==> src/design/signed_binary_to_decimal_ascii_unit_macros.svh <==
// Assertion helpers for the decimal ASCII converter.
// Each helper takes a label, the clock, the reset, a condition and a consequence.
`ifndef SIGNED_BINARY_TO_DECIMAL_ASCII_UNIT_MACROS_SVH
`define SIGNED_BINARY_TO_DECIMAL_ASCII_UNIT_MACROS_SVH

`ifndef SYNTHESIS

// Consequence holds in the same cycle as the condition.
`define SBDA_ASSERT_SAME(label, clk, rst, cond, cons) \
   label: assert property (@(posedge clk) disable iff (rst) (cond) |-> (cons)) \
      else $error("assertion failed: same-cycle implication");

// Consequence holds in the cycle after the condition.
`define SBDA_ASSERT_NEXT(label, clk, rst, cond, cons) \
   label: assert property (@(posedge clk) disable iff (rst) (cond) |=> (cons)) \
      else $error("assertion failed: next-cycle implication");

`else

`define SBDA_ASSERT_SAME(label, clk, rst, cond, cons)
`define SBDA_ASSERT_NEXT(label, clk, rst, cond, cons)

`endif

`endif

==> src/design/sbda_pkg.sv <==
package sbda_pkg;

   // Port and default widths
   localparam int VALUE_PORT_WIDTH    = 64;
   localparam int VALUE_WIDTH_DEFAULT = 64;
   localparam int CHAR_WIDTH          = 8;
   localparam int BCD_WIDTH           = 4;
   // Decimal digits of the largest magnitude at the default width
   localparam int DIGITS_DEFAULT      = 19;

   // Characters
   localparam logic [CHAR_WIDTH-1:0] DIGIT_ZERO = 8'h30;
   localparam logic [CHAR_WIDTH-1:0] MINUS_SIGN = 8'h2D;

   // Double-dabble correction: digits of five or more get three added before the shift
   localparam logic [BCD_WIDTH-1:0] DABBLE_LIMIT = 4'd5;
   localparam logic [BCD_WIDTH-1:0] DABBLE_BIAS  = 4'd3;
   localparam logic [BCD_WIDTH-1:0] LARGEST_DIGIT = 4'd9;

   // Commands to the shared shift unit
   typedef enum logic [1:0] {
      CMD_HOLD,
      CMD_LOAD,
      CMD_DABBLE,
      CMD_SHIFT
   } sbda_cmd_type;

endpackage

==> src/design/sbda_dabble.sv <==
module sbda_dabble #(
   parameter int VALUE_WIDTH = sbda_pkg::VALUE_WIDTH_DEFAULT,
   parameter int DIGITS      = sbda_pkg::DIGITS_DEFAULT
) (
   input  logic                             clock,
   input  sbda_pkg::sbda_cmd_type           cmd,
   input  logic [VALUE_WIDTH-1:0]           load_value,
   output logic [sbda_pkg::BCD_WIDTH-1:0]   top_digit
);

   localparam int BW   = sbda_pkg::BCD_WIDTH;
   localparam int BCDW = DIGITS * BW;

   logic [VALUE_WIDTH-1:0] bin_ff;
   logic [VALUE_WIDTH-1:0] bin_in;
   logic [BCDW-1:0]        bcd_ff;
   logic [BCDW-1:0]        bcd_in;
   logic [BCDW-1:0]        bcd_adj;

   // Correct every digit in parallel ahead of the shift
   always_comb begin
      logic [BW-1:0] d;
      for (int i = 0; i < DIGITS; i++) begin
         d = bcd_ff[i*BW +: BW];
         if (d >= sbda_pkg::DABBLE_LIMIT) begin
            bcd_adj[i*BW +: BW] = d + sbda_pkg::DABBLE_BIAS;
         end else begin
            bcd_adj[i*BW +: BW] = d;
         end
      end
   end

   // Hold, load, dabble one bit, or drop the top digit
   always_comb begin
      bin_in = bin_ff;
      bcd_in = bcd_ff;
      unique case (cmd)
         sbda_pkg::CMD_HOLD: begin
         end
         sbda_pkg::CMD_LOAD: begin
            bin_in = load_value;
            bcd_in = '0;
         end
         sbda_pkg::CMD_DABBLE: begin
            bcd_in = {bcd_adj[BCDW-2:0], bin_ff[VALUE_WIDTH-1]};
            bin_in = {bin_ff[VALUE_WIDTH-2:0], 1'b0};
         end
         sbda_pkg::CMD_SHIFT: begin
            bcd_in = {bcd_ff[BCDW-BW-1:0], {BW{1'b0}}};
         end
         default: begin
         end
      endcase
   end

   always_ff @(posedge clock) begin
      bin_ff <= bin_in;
      bcd_ff <= bcd_in;
   end

   assign top_digit = bcd_ff[BCDW-1 -: BW];

endmodule

==> src/design/signed_binary_to_decimal_ascii_unit.sv <==
// Signed binary to decimal ASCII converter.
// Input channel req_: one signed value per transaction; the low VALUE_WIDTH
// bits are used and bit VALUE_WIDTH-1 is the sign. req_stall stays high
// from acceptance until the last character of that value has been handed
// to the output register.
// Result channel rsp_: one ASCII character per transaction, most significant
// first, a leading '-' for negative values, no leading zeros; rsp_last marks
// the final character. Zero gives the single character '0'.
// Sequence: a load, a double-dabble step for each of the VALUE_WIDTH bits
// on the shared shift unit, then leading zeros dropped from the DIGITS
// decimal digit positions, a '-' for a negative value, and one character
// per remaining digit.
// A stalled receiver holds the output register and freezes the sequence;
// the next value is taken while the final character still waits.
// Reset (synchronous) returns the sequencer to idle and empties the output.
`include "signed_binary_to_decimal_ascii_unit_macros.svh"

module signed_binary_to_decimal_ascii_unit #(
   parameter int VALUE_WIDTH = sbda_pkg::VALUE_WIDTH_DEFAULT
) (
   input  logic                                   clock,
   input  logic                                   reset,
   input  logic                                   req_valid,
   output logic                                   req_stall,
   input  logic signed [sbda_pkg::VALUE_PORT_WIDTH-1:0] req_value,
   output logic                                   rsp_valid,
   input  logic                                   rsp_stall,
   output logic [sbda_pkg::CHAR_WIDTH-1:0]        rsp_character,
   output logic                                   rsp_last
);

   localparam int DIGITS = (((VALUE_WIDTH - 1) * 1233) >> 12) + 1;
   localparam int IW     = $clog2(VALUE_WIDTH);
   localparam int RW     = $clog2(DIGITS + 1);

   typedef enum logic [2:0] {
      ST_IDLE,
      ST_CONV,
      ST_SKIP,
      ST_SIGN,
      ST_DIGITS
   } state_type;

   state_type                        state_ff, state_in;
   logic [IW-1:0]                    iter_ff, iter_in;
   logic [RW-1:0]                    remain_ff, remain_in;
   logic                             neg_ff, neg_in;
   logic                             rsp_valid_ff, rsp_valid_in;
   logic [sbda_pkg::CHAR_WIDTH-1:0]  rsp_character_ff, rsp_character_in;
   logic                             rsp_last_ff, rsp_last_in;

   sbda_pkg::sbda_cmd_type           cmd;
   logic [VALUE_WIDTH-1:0]           raw;
   logic [VALUE_WIDTH-1:0]           magnitude;
   logic [sbda_pkg::BCD_WIDTH-1:0]   top_digit;
   logic                             accept;
   logic                             out_free;
   logic                             raw_neg;

   // Form the unsigned magnitude of the incoming value
   assign raw       = req_value[VALUE_WIDTH-1:0];
   assign raw_neg   = raw[VALUE_WIDTH-1];
   assign magnitude = raw_neg ? ({VALUE_WIDTH{1'b0}} - raw) : raw;

   assign req_stall = (state_ff != ST_IDLE);
   assign accept    = req_valid && !req_stall;
   assign out_free  = !rsp_valid_ff || !rsp_stall;

   sbda_dabble #(
      .VALUE_WIDTH (VALUE_WIDTH),
      .DIGITS      (DIGITS)
   ) u_dabble (
      .clock      (clock),
      .cmd        (cmd),
      .load_value (magnitude),
      .top_digit  (top_digit)
   );

   // Sequence the conversion and character emission
   always_comb begin
      state_in         = state_ff;
      iter_in          = iter_ff;
      remain_in        = remain_ff;
      neg_in           = neg_ff;
      cmd              = sbda_pkg::CMD_HOLD;
      rsp_character_in = rsp_character_ff;
      rsp_last_in      = rsp_last_ff;
      rsp_valid_in     = rsp_valid_ff && rsp_stall;
      unique case (state_ff)
         ST_IDLE: begin
            if (accept) begin
               cmd      = sbda_pkg::CMD_LOAD;
               neg_in   = raw_neg;
               iter_in  = IW'(VALUE_WIDTH - 1);
               state_in = ST_CONV;
            end
         end
         ST_CONV: begin
            cmd     = sbda_pkg::CMD_DABBLE;
            iter_in = iter_ff - IW'(1);
            if (iter_ff == '0) begin
               remain_in = RW'(DIGITS);
               state_in  = ST_SKIP;
            end
         end
         ST_SKIP: begin
            // Drop leading zeros, keeping at least one digit
            if (top_digit == '0 && remain_ff != RW'(1)) begin
               cmd       = sbda_pkg::CMD_SHIFT;
               remain_in = remain_ff - RW'(1);
            end else if (neg_ff) begin
               state_in = ST_SIGN;
            end else begin
               state_in = ST_DIGITS;
            end
         end
         ST_SIGN: begin
            if (out_free) begin
               rsp_valid_in     = 1'b1;
               rsp_character_in = sbda_pkg::MINUS_SIGN;
               rsp_last_in      = 1'b0;
               state_in         = ST_DIGITS;
            end
         end
         ST_DIGITS: begin
            if (out_free) begin
               rsp_valid_in     = 1'b1;
               rsp_character_in = sbda_pkg::DIGIT_ZERO
                                  + {{(sbda_pkg::CHAR_WIDTH - sbda_pkg::BCD_WIDTH){1'b0}},
                                     top_digit};
               rsp_last_in      = (remain_ff == RW'(1));
               cmd              = sbda_pkg::CMD_SHIFT;
               remain_in        = remain_ff - RW'(1);
               if (remain_ff == RW'(1)) begin
                  state_in = ST_IDLE;
               end
            end
         end
         default: begin
            state_in = ST_IDLE;
         end
      endcase
   end

   always_ff @(posedge clock) begin
      if (reset) begin
         state_ff     <= ST_IDLE;
         rsp_valid_ff <= 1'b0;
      end else begin
         state_ff     <= state_in;
         rsp_valid_ff <= rsp_valid_in;
      end
      iter_ff          <= iter_in;
      remain_ff        <= remain_in;
      neg_ff           <= neg_in;
      rsp_character_ff <= rsp_character_in;
      rsp_last_ff      <= rsp_last_in;
   end

   assign rsp_valid     = rsp_valid_ff;
   assign rsp_character = rsp_character_ff;
   assign rsp_last      = rsp_last_ff;

   // Checks on the sequencer and the shift unit
   `SBDA_ASSERT_NEXT(a_accept_starts_conv, clock, reset, accept, state_ff == ST_CONV)
   `SBDA_ASSERT_NEXT(a_conv_ends_in_skip, clock, reset, state_ff == ST_CONV && iter_ff == '0, state_ff == ST_SKIP && remain_ff == RW'(DIGITS))
   `SBDA_ASSERT_SAME(a_digit_in_range, clock, reset, state_ff == ST_DIGITS, top_digit <= sbda_pkg::LARGEST_DIGIT && remain_ff != '0)
   `SBDA_ASSERT_SAME(a_sign_only_negative, clock, reset, state_ff == ST_SIGN, neg_ff)

endmodule
==> config.mk <==
export PLATFORM = sky130hd
export DESIGN_NAME = signed_binary_to_decimal_ascii_unit
export DESIGN_NICKNAME = d
export VERILOG_FILES = /design/src/design/sbda_pkg.sv /design/src/design/sbda_dabble.sv /design/src/design/signed_binary_to_decimal_ascii_unit.sv
export VERILOG_INCLUDE_DIRS = /design/src /design/src/design
export SDC_FILE = /design/constraint.sdc
export NUM_CORES = 1
export LEC_CHECK = 0
export BUFFER_PORTS_ARGS = -buffer_cell sky130_fd_sc_hd__buf_4
export CAP_MARGIN = 0
export CORE_AREA = 3 3 136 138
export CTS_BUF_LIST = sky130_fd_sc_hd__clkbuf_4 sky130_fd_sc_hd__clkbuf_8 sky130_fd_sc_hd__clkbuf_16
export CTS_CLUSTER_DIAMETER = 60
export DETAILED_ROUTE_END_ITERATION = 8
export DIE_AREA = 0 0 139 141
export PLACE_DENSITY_LB_ADDON = 0.3
export SLEW_MARGIN = 20
export SYNTH_ARGS = -nofsm -noshare
export SYNTH_HDL_FRONTEND = slang
export SYNTH_HIERARCHICAL = 1
export SYNTH_SLANG_ARGS = --single-unit
==> constraint.sdc <==
create_clock -name clock -period 3.9 [get_ports clock]
set_input_delay 0.78 -clock clock [delete_from_list [all_inputs] [get_ports clock]]
set_output_delay 0.78 -clock clock [all_outputs]
set_load 0.005 [all_outputs]
Word level (Yosys, flattened, before mapping). Cells that the tools add are included.

Register bits after elaboration: 165. Input bits: 68. Output and inout bits: 11. Logic and storage cells: 137.

Add/sub/neg operators: 23. Magnitude comparators: 19. Eq/ne operators: 16. Mux-type cells: 48. Reduce and logical (&&, ||, !) cells: 22.

Operators by type and width (number): 76-bit case mux with 3 select lines (1); 64-bit case mux with 2 select lines (1); 4-bit by 3-bit >= comparator with 1-bit output, second input constant (19); 4-bit by 2-bit adder with 4-bit output, second input constant (18); 4-bit 2-to-1 mux (18); 64-bit 2-to-1 mux (1); 1-bit by 64-bit subtractor with 64-bit output, first input constant (1); 3-bit 2-to-1 mux (8); 8-bit 2-to-1 mux (2); 8-bit case mux with 2 select lines (1); 5-bit 2-to-1 mux (3); 3-bit case mux with 5 select lines (1); 5-bit case mux with 3 select lines (1); 2-bit != test, second input constant (7); 6-bit case mux with 2 select lines (1); 3-bit nonzero test (3); 2-bit case mux with 4 select lines (1); 6-bit by 4-bit adder with 7-bit output, first input constant (1); 3-bit by 2-bit == test with 1-bit output, second input constant (2); 6-bit logical NOT (1); 6-bit 2-to-1 mux (1); 6-bit AND reduction (1); 2-bit nonzero test (3); 6-bit by 1-bit subtractor with 6-bit output, second input constant (1); other kinds (20) (31).

Longest topological paths before layout.
Depth after elaboration: 7. Depth in mapped cells: 12. Mapped depth without buffers: 11.

Hierarchy. The synthesis kept the hierarchy.

Modules (own cells, without submodules): sbda_dabble (instances 1, cells each 686, area each 8071.5 µm², sequential area each 4204.0 µm²); signed_binary_to_decimal_ascii_unit (instances 1, cells each 313, area each 2701.3 µm², sequential area each 620.6 µm²).

Worst setup path after synthesis. No wires, ideal clock.

Path kind: reg2reg. From: register remain_ff[1]. To: register u_dabble.bin_ff[0] (enable). Library setup time: 0.421 ns. Arrival: 3.048 ns. Data required time: 3.479 ns. Setup slack: 0.431 ns. Stages on the path, launching flop included: 8. Buffers on the path: 0. Clock period less this slack: 3.469 ns. Cell sequence: edfxtp_1 > inv_1 > ha_1 > or4b_2 > and2_1 > a31o_2 > inv_1 > ha_1.

Word-level cells in the longest chain between the ends: 6. Elaborated cells on any way between the ends: 7. Those cells by class: eq/ne (3); mux (2); reduce/logical (2).

RTL lines: from (decl) (line signed_binary_to_decimal_ascii_unit.sv:46) `logic [RW-1:0] remain_ff, remain_in;`; from (signal assigned) (line signed_binary_to_decimal_ascii_unit.sv:154) `remain_ff <= remain_in;`; 5-bit by 1-bit != test with 1-bit output * (line signed_binary_to_decimal_ascii_unit.sv:108) `if (top_digit == '0 && remain_ff != RW'(1)) begin`; 1-bit logical AND * (line signed_binary_to_decimal_ascii_unit.sv:108); 2-bit 2-to-1 mux * (line signed_binary_to_decimal_ascii_unit.sv:108); 2-bit case mux with 4 select lines * (line signed_binary_to_decimal_ascii_unit.sv:89) `unique case (state_ff)`; named net cmd[1] (line signed_binary_to_decimal_ascii_unit.sv:52) `sbda_pkg::sbda_cmd_type cmd;`; 2-bit by 1-bit == test with 1-bit output or 2-bit == test (tied branches) (line sbda_dabble.sv:37) `unique case (cmd)`; 2-bit nonzero test (no line) *; to (signal assigned) (line sbda_dabble.sv:57) `bin_ff <= bin_in;`; to (decl) (line sbda_dabble.sv:14) `logic [VALUE_WIDTH-1:0] bin_ff;`.

The timed path passes the listed nets; every way through them passes the cells marked *. A chain may end at the register's enable or synchronous reset.

Worst setup path in the final report.
From: register remain_ff[1]. To: register u_dabble.bcd_ff[65] (data pin).

Word-level cells in the longest chain between the ends: 6. Elaborated cells on any way between the ends: 8. Those cells by class: eq/ne (4); mux (3); reduce/logical (1).

RTL lines: 5-bit by 1-bit != test with 1-bit output * (line signed_binary_to_decimal_ascii_unit.sv:108); 1-bit logical AND * (line signed_binary_to_decimal_ascii_unit.sv:108); 2-bit 2-to-1 mux * (line signed_binary_to_decimal_ascii_unit.sv:108); 2-bit case mux with 4 select lines * (line signed_binary_to_decimal_ascii_unit.sv:89); named net cmd[0] (line signed_binary_to_decimal_ascii_unit.sv:52); 2-bit == test or 2-bit by 1-bit == test with 1-bit output (tied branches) (line sbda_dabble.sv:37); 76-bit case mux with 3 select lines * (line sbda_dabble.sv:37); named net u_dabble.bcd_in[65] (line sbda_dabble.sv:17) `logic [BCDW-1:0] bcd_in;`; to (signal assigned) (line sbda_dabble.sv:58) `bcd_ff <= bcd_in;`; to (decl) (line sbda_dabble.sv:16) `logic [BCDW-1:0] bcd_ff;`.

Marks and branches as above.

==> qor.log <==
INFO  setup_path     start_kind=flop
INFO  route          drt-vias-per-instance=6.334
INFO  pwr            powerDensity=774.1nW/um^2
INFO  synthesis      post-synth-top-area-fraction=0.4404
INFO  synthesis      yosysTopAreaCell=sky130_fd_sc_hd__edfxtp_1
INFO  setup_path     worst-setup-path-type=reg -> reg
INFO  floorplanning  top_level_ports=79
INFO  global_route   globalRouteOverflowTotal=0
INFO  finish         fin_nets=1157
INFO  global_route   number_of_antenna_violations_at_the_first_check_in_global_routing=0
INFO  cts            cts_resized=0
INFO  min_path       hold_class=in -> reg
INFO  setup_path     path_cells=inv_1 -> ha_1 -> or4b_2 -> and2_1 -> a21oi_1 -> nor2_1 -> inv_1 -> ha_4 -> inv_2 -> buf_12 -> a2111o_1 -> o311ai_0
INFO  timing         worst-slew-pin-transition=0.7915ns
INFO  synthesis      ys.warnings.count=6
INFO  cts            tritoncts_num_sinks=162
INFO  setup_path     worst_ep_required_time=4.08ns
INFO  finish         nFillCells=1234
INFO  finish         layout.cell_area.non_filler=12090um^2
INFO  finish         drive_above_1_share=0.2064
INFO  timing         clock.fmax=323.8MHz
INFO  route          route.detailed.wl_per_inst=17.58um
INFO  cts            cts-buffers-inserted=17
INFO  synthesis      syn-mean-instance-area=10.78um^2
INFO  setup_path     critPathCaptureType=flop
INFO  timing         timing.final.crit_share=0.7919
INFO  global_route   global_route.usage.total=0.2267
INFO  route          detail-route-antenna-nets=0
INFO  global_route   grt_max_degree=66
INFO  cts            cts_hold_buffers=0
INFO  synthesis      postSynthRegisterBits=162
INFO  synthesis      synthArstFlopShare=0
INFO  global_route   global_route_wire_length_before_repair=37290um
INFO  cts            clk_pin_slew_worst_paths=0.08ns
INFO  pwr            leakagePower=4.197nW
INFO  outcome        run_status=finished, final reports clean
INFO  route          drt_wl_total=22520um
INFO  synthesis      synthTopCellsByArea=sky130_fd_sc_hd__edfxtp_1 (44%), sky130_fd_sc_hd__mux2_2 (6.6%), sky130_fd_sc_hd__ha_1 (5.3%)
INFO  setup_path     timing.critical_path.slowest_cell_delay=0.66ns
INFO  timing         hold_violations_final=0
INFO  synthesis      netlist_instances=999
INFO  cts            htree_levels=4
INFO  timing         min_period=3.089ns
INFO  placement      detailed_place.area=11510um^2
INFO  finish         layout_commonest_cell=sky130_fd_sc_hd__edfxtp_1
INFO  finish         layout-area-overhead-vs-synth=12.20%
INFO  floorplanning  die_h=141um
INFO  finish         area.sequential=4825um^2
INFO  cts            clk_root_buffer_cell=sky130_fd_sc_hd__clkbuf_16
INFO  cts            post_cts_buffers=0
INFO  route          drt_pre_antenna_iters=5
INFO  timing         timing.clock.skew=0.01046ns
INFO  synthesis      mappedNetlistArea=10770um^2
INFO  run            timing.max_cap.violations=0
INFO  finish         final_cell_mix=sky130_fd_sc_hd__edfxtp_1 (158), sky130_fd_sc_hd__buf_4 (82), sky130_fd_sc_hd__nand2_1 (77)
INFO  floorplanning  chipWidth=139um
INFO  placement      gp_congestion=0.8390
INFO  floorplanning  rows=48
INFO  route          detail_route.iter0.violations=622
INFO  synthesis      synth-main-ff-cell=sky130_fd_sc_hd__edfxtp_1
INFO  timing         fin_tns_setup=0ns
INFO  floorplanning  floorplan.initialDensity=0.6228
INFO  floorplanning  dieArea=19600um^2
INFO  placement      buffer_ports.inserted=75
INFO  timing         slew_violations=0
INFO  pwr            ir_worst_vdd=0.4425mV
INFO  timing         worst_slew_margin_rel=0.4676
INFO  placement      estimated_wirelength_of_the_detail_placed_design=14950um
INFO  route          route.vias.total=8114
INFO  synthesis      synth-edff-count=158
INFO  timing         rsz0062_at_grt=no
INFO  cts            number_of_buffers_on_the_longest_clock_path=2
INFO  finish         multiInputGateArea=5474um^2
INFO  cts            tritoncts=yes
INFO  setup_path     endpoint_arrival_time_on_the_critical_path=3.27ns
INFO  floorplanning  core_region_area=17300um^2
INFO  synthesis      synth_cell_types=63
INFO  timing         setup_violations=0
INFO  cts            worst_skew_pair.late_latency=0.43ns
INFO  synthesis      synth_seq_area_share=0.4479
INFO  route          drcViolationCount=0
INFO  setup_path     worst_path_max_delay_cell=sky130_fd_sc_hd__or4b_2
INFO  global_route   via_count_of_the_first_global_routing_pass=7668
INFO  finish         number_of_inserted_diodes=0
INFO  setup_path     timing.critical_path.mode_cell=sky130_fd_sc_hd__inv_1
INFO  setup_path     crit_fanout=51
==> worst paths after layout <==
| path | startpoint | endpoint | slack, ns | cells after the start |
|---|---|---|---|---|
| setup reg to reg | remain_ff[1] | u_dabble/bcd_ff[65] | 0.81 | 12 |
| setup / recovery | remain_ff[1] | u_dabble/bcd_ff[65] | 0.81 | 12 |
| hold / removal | reset | state_ff[1] | 0.53 | 2 |
| hold reg to reg | u_dabble/bin_ff[2] | u_dabble/bin_ff[3] | 0.55 | 1 |
==> report_power, final <==
| group | leakage (nW) | switching, mW | internal [mW] |
|---|---|---|---|
| clock | 0.282 | 0.787 | 0.867 |
| combinational | 2.34 | 2.13 | 1.55 |
| sequential | 1.58 | 0.766 | 3.25 |
| total | 4.20 | 3.69 | 5.67 |
==> stage by stage <==
stage | setup WS, ns | std cells | hold slack (ns) | util | power, mW
floorplan | 0.4308 | 1000 | 0.5026 | - | 6.637
finish | 0.8115 | 1281 | 0.5299 | 0.6988 | 9.357
global route | 0.6658 | 1281 | 0.5139 | 0.6988 | 9.977
global placement | 0.5598 | 1249 | 0.5108 | 0.6655 | 7.532
detailed placement | 0.5236 | 1249 | 0.5285 | 0.6655 | 7.670
CTS | 0.8125 | 1281 | 0.5159 | 0.6988 | 9.363
==> flip-flops by register name, summed over array words and instances (netlist names) <==
name / cells
iter_ff: 6
neg_ff: 1
remain_ff: 5
rsp_character: 5
rsp_last: 1
rsp_valid: 1
state_ff: 3
u_dabble/bcd_ff: 76
u_dabble/bin_ff: 64
==> metal layers <==
layer	track usage	up-vias	wire length, um
met5	0	-	0
met4	0.04686	0	209
met3	0.04749	16	1059
met2	0.3851	203	11180
met1	0.3044	3998	10060
li1	-	3897	-
==> cell families after synthesis <==
| family | count (synthesis) | share of synthesized area |
|---|---|---|
| flip-flops | 162 | 0.4479 |
| multiplexers | 66 | 0.06864 |
| buffers and inverters | 116 | 0.04599 |
| XOR/XNOR | 67 | 0.05447 |
| AND/OR/NAND/NOR | 291 | 0.1576 |
| AO/OA/AOI/OAI | 249 | 0.1713 |
| adder cells (fa/ha/maj) | 46 | 0.05343 |
| other | 2 | 0.0006971 |
==> synth_stat cells (all sizes together), types with 4 or more instances <==
| master | number |
|---|---|
| a2111o | 21 |
| a211o | 14 |
| a21oi | 35 |
| a22oi | 11 |
| a31oi | 14 |
| a32o | 14 |
| a32oi | 9 |
| and2 | 17 |
| buf | 30 |
| clkbuf | 34 |
| dfxtp | 4 |
| edfxtp | 158 |
| ha | 46 |
| inv | 52 |
| mux2 | 63 |
| nand2 | 78 |
| nand2b | 26 |
| nand3 | 45 |
| nand3b | 20 |
| nor2 | 18 |
| nor2b | 12 |
| nor3 | 8 |
| nor3b | 19 |
| nor4 | 8 |
| o211ai | 18 |
| o21ai | 63 |
| o311ai | 11 |
| o31ai | 24 |
| o41ai | 9 |
| or2 | 4 |
| or3 | 12 |
| or4 | 13 |
| xnor2 | 65 |
==> final cells by class <==
type                    instances  share of cell area
repair buffers                 88             0.06087
clock inverters                14             0.01128
flip-flops and latches        162              0.3992
multi-input cells             722              0.4529
clock buffers                  18             0.03634
inverters                      52             0.01615
well taps                     225             0.02329
==> critical path, delay by kind of cell (launching register included) <==
kind / cells / cell delay (ns)
AO/OA/AOI/OAI: 3 / 0.62
adder cells (fa/ha/maj): 2 / 0.37
buffers and inverters: 4 / 0.48
flip-flops: 1 / 0.39
AND/OR/NAND/NOR: 3 / 0.96
No activity file was read; power rests on OpenSTA's default activity.
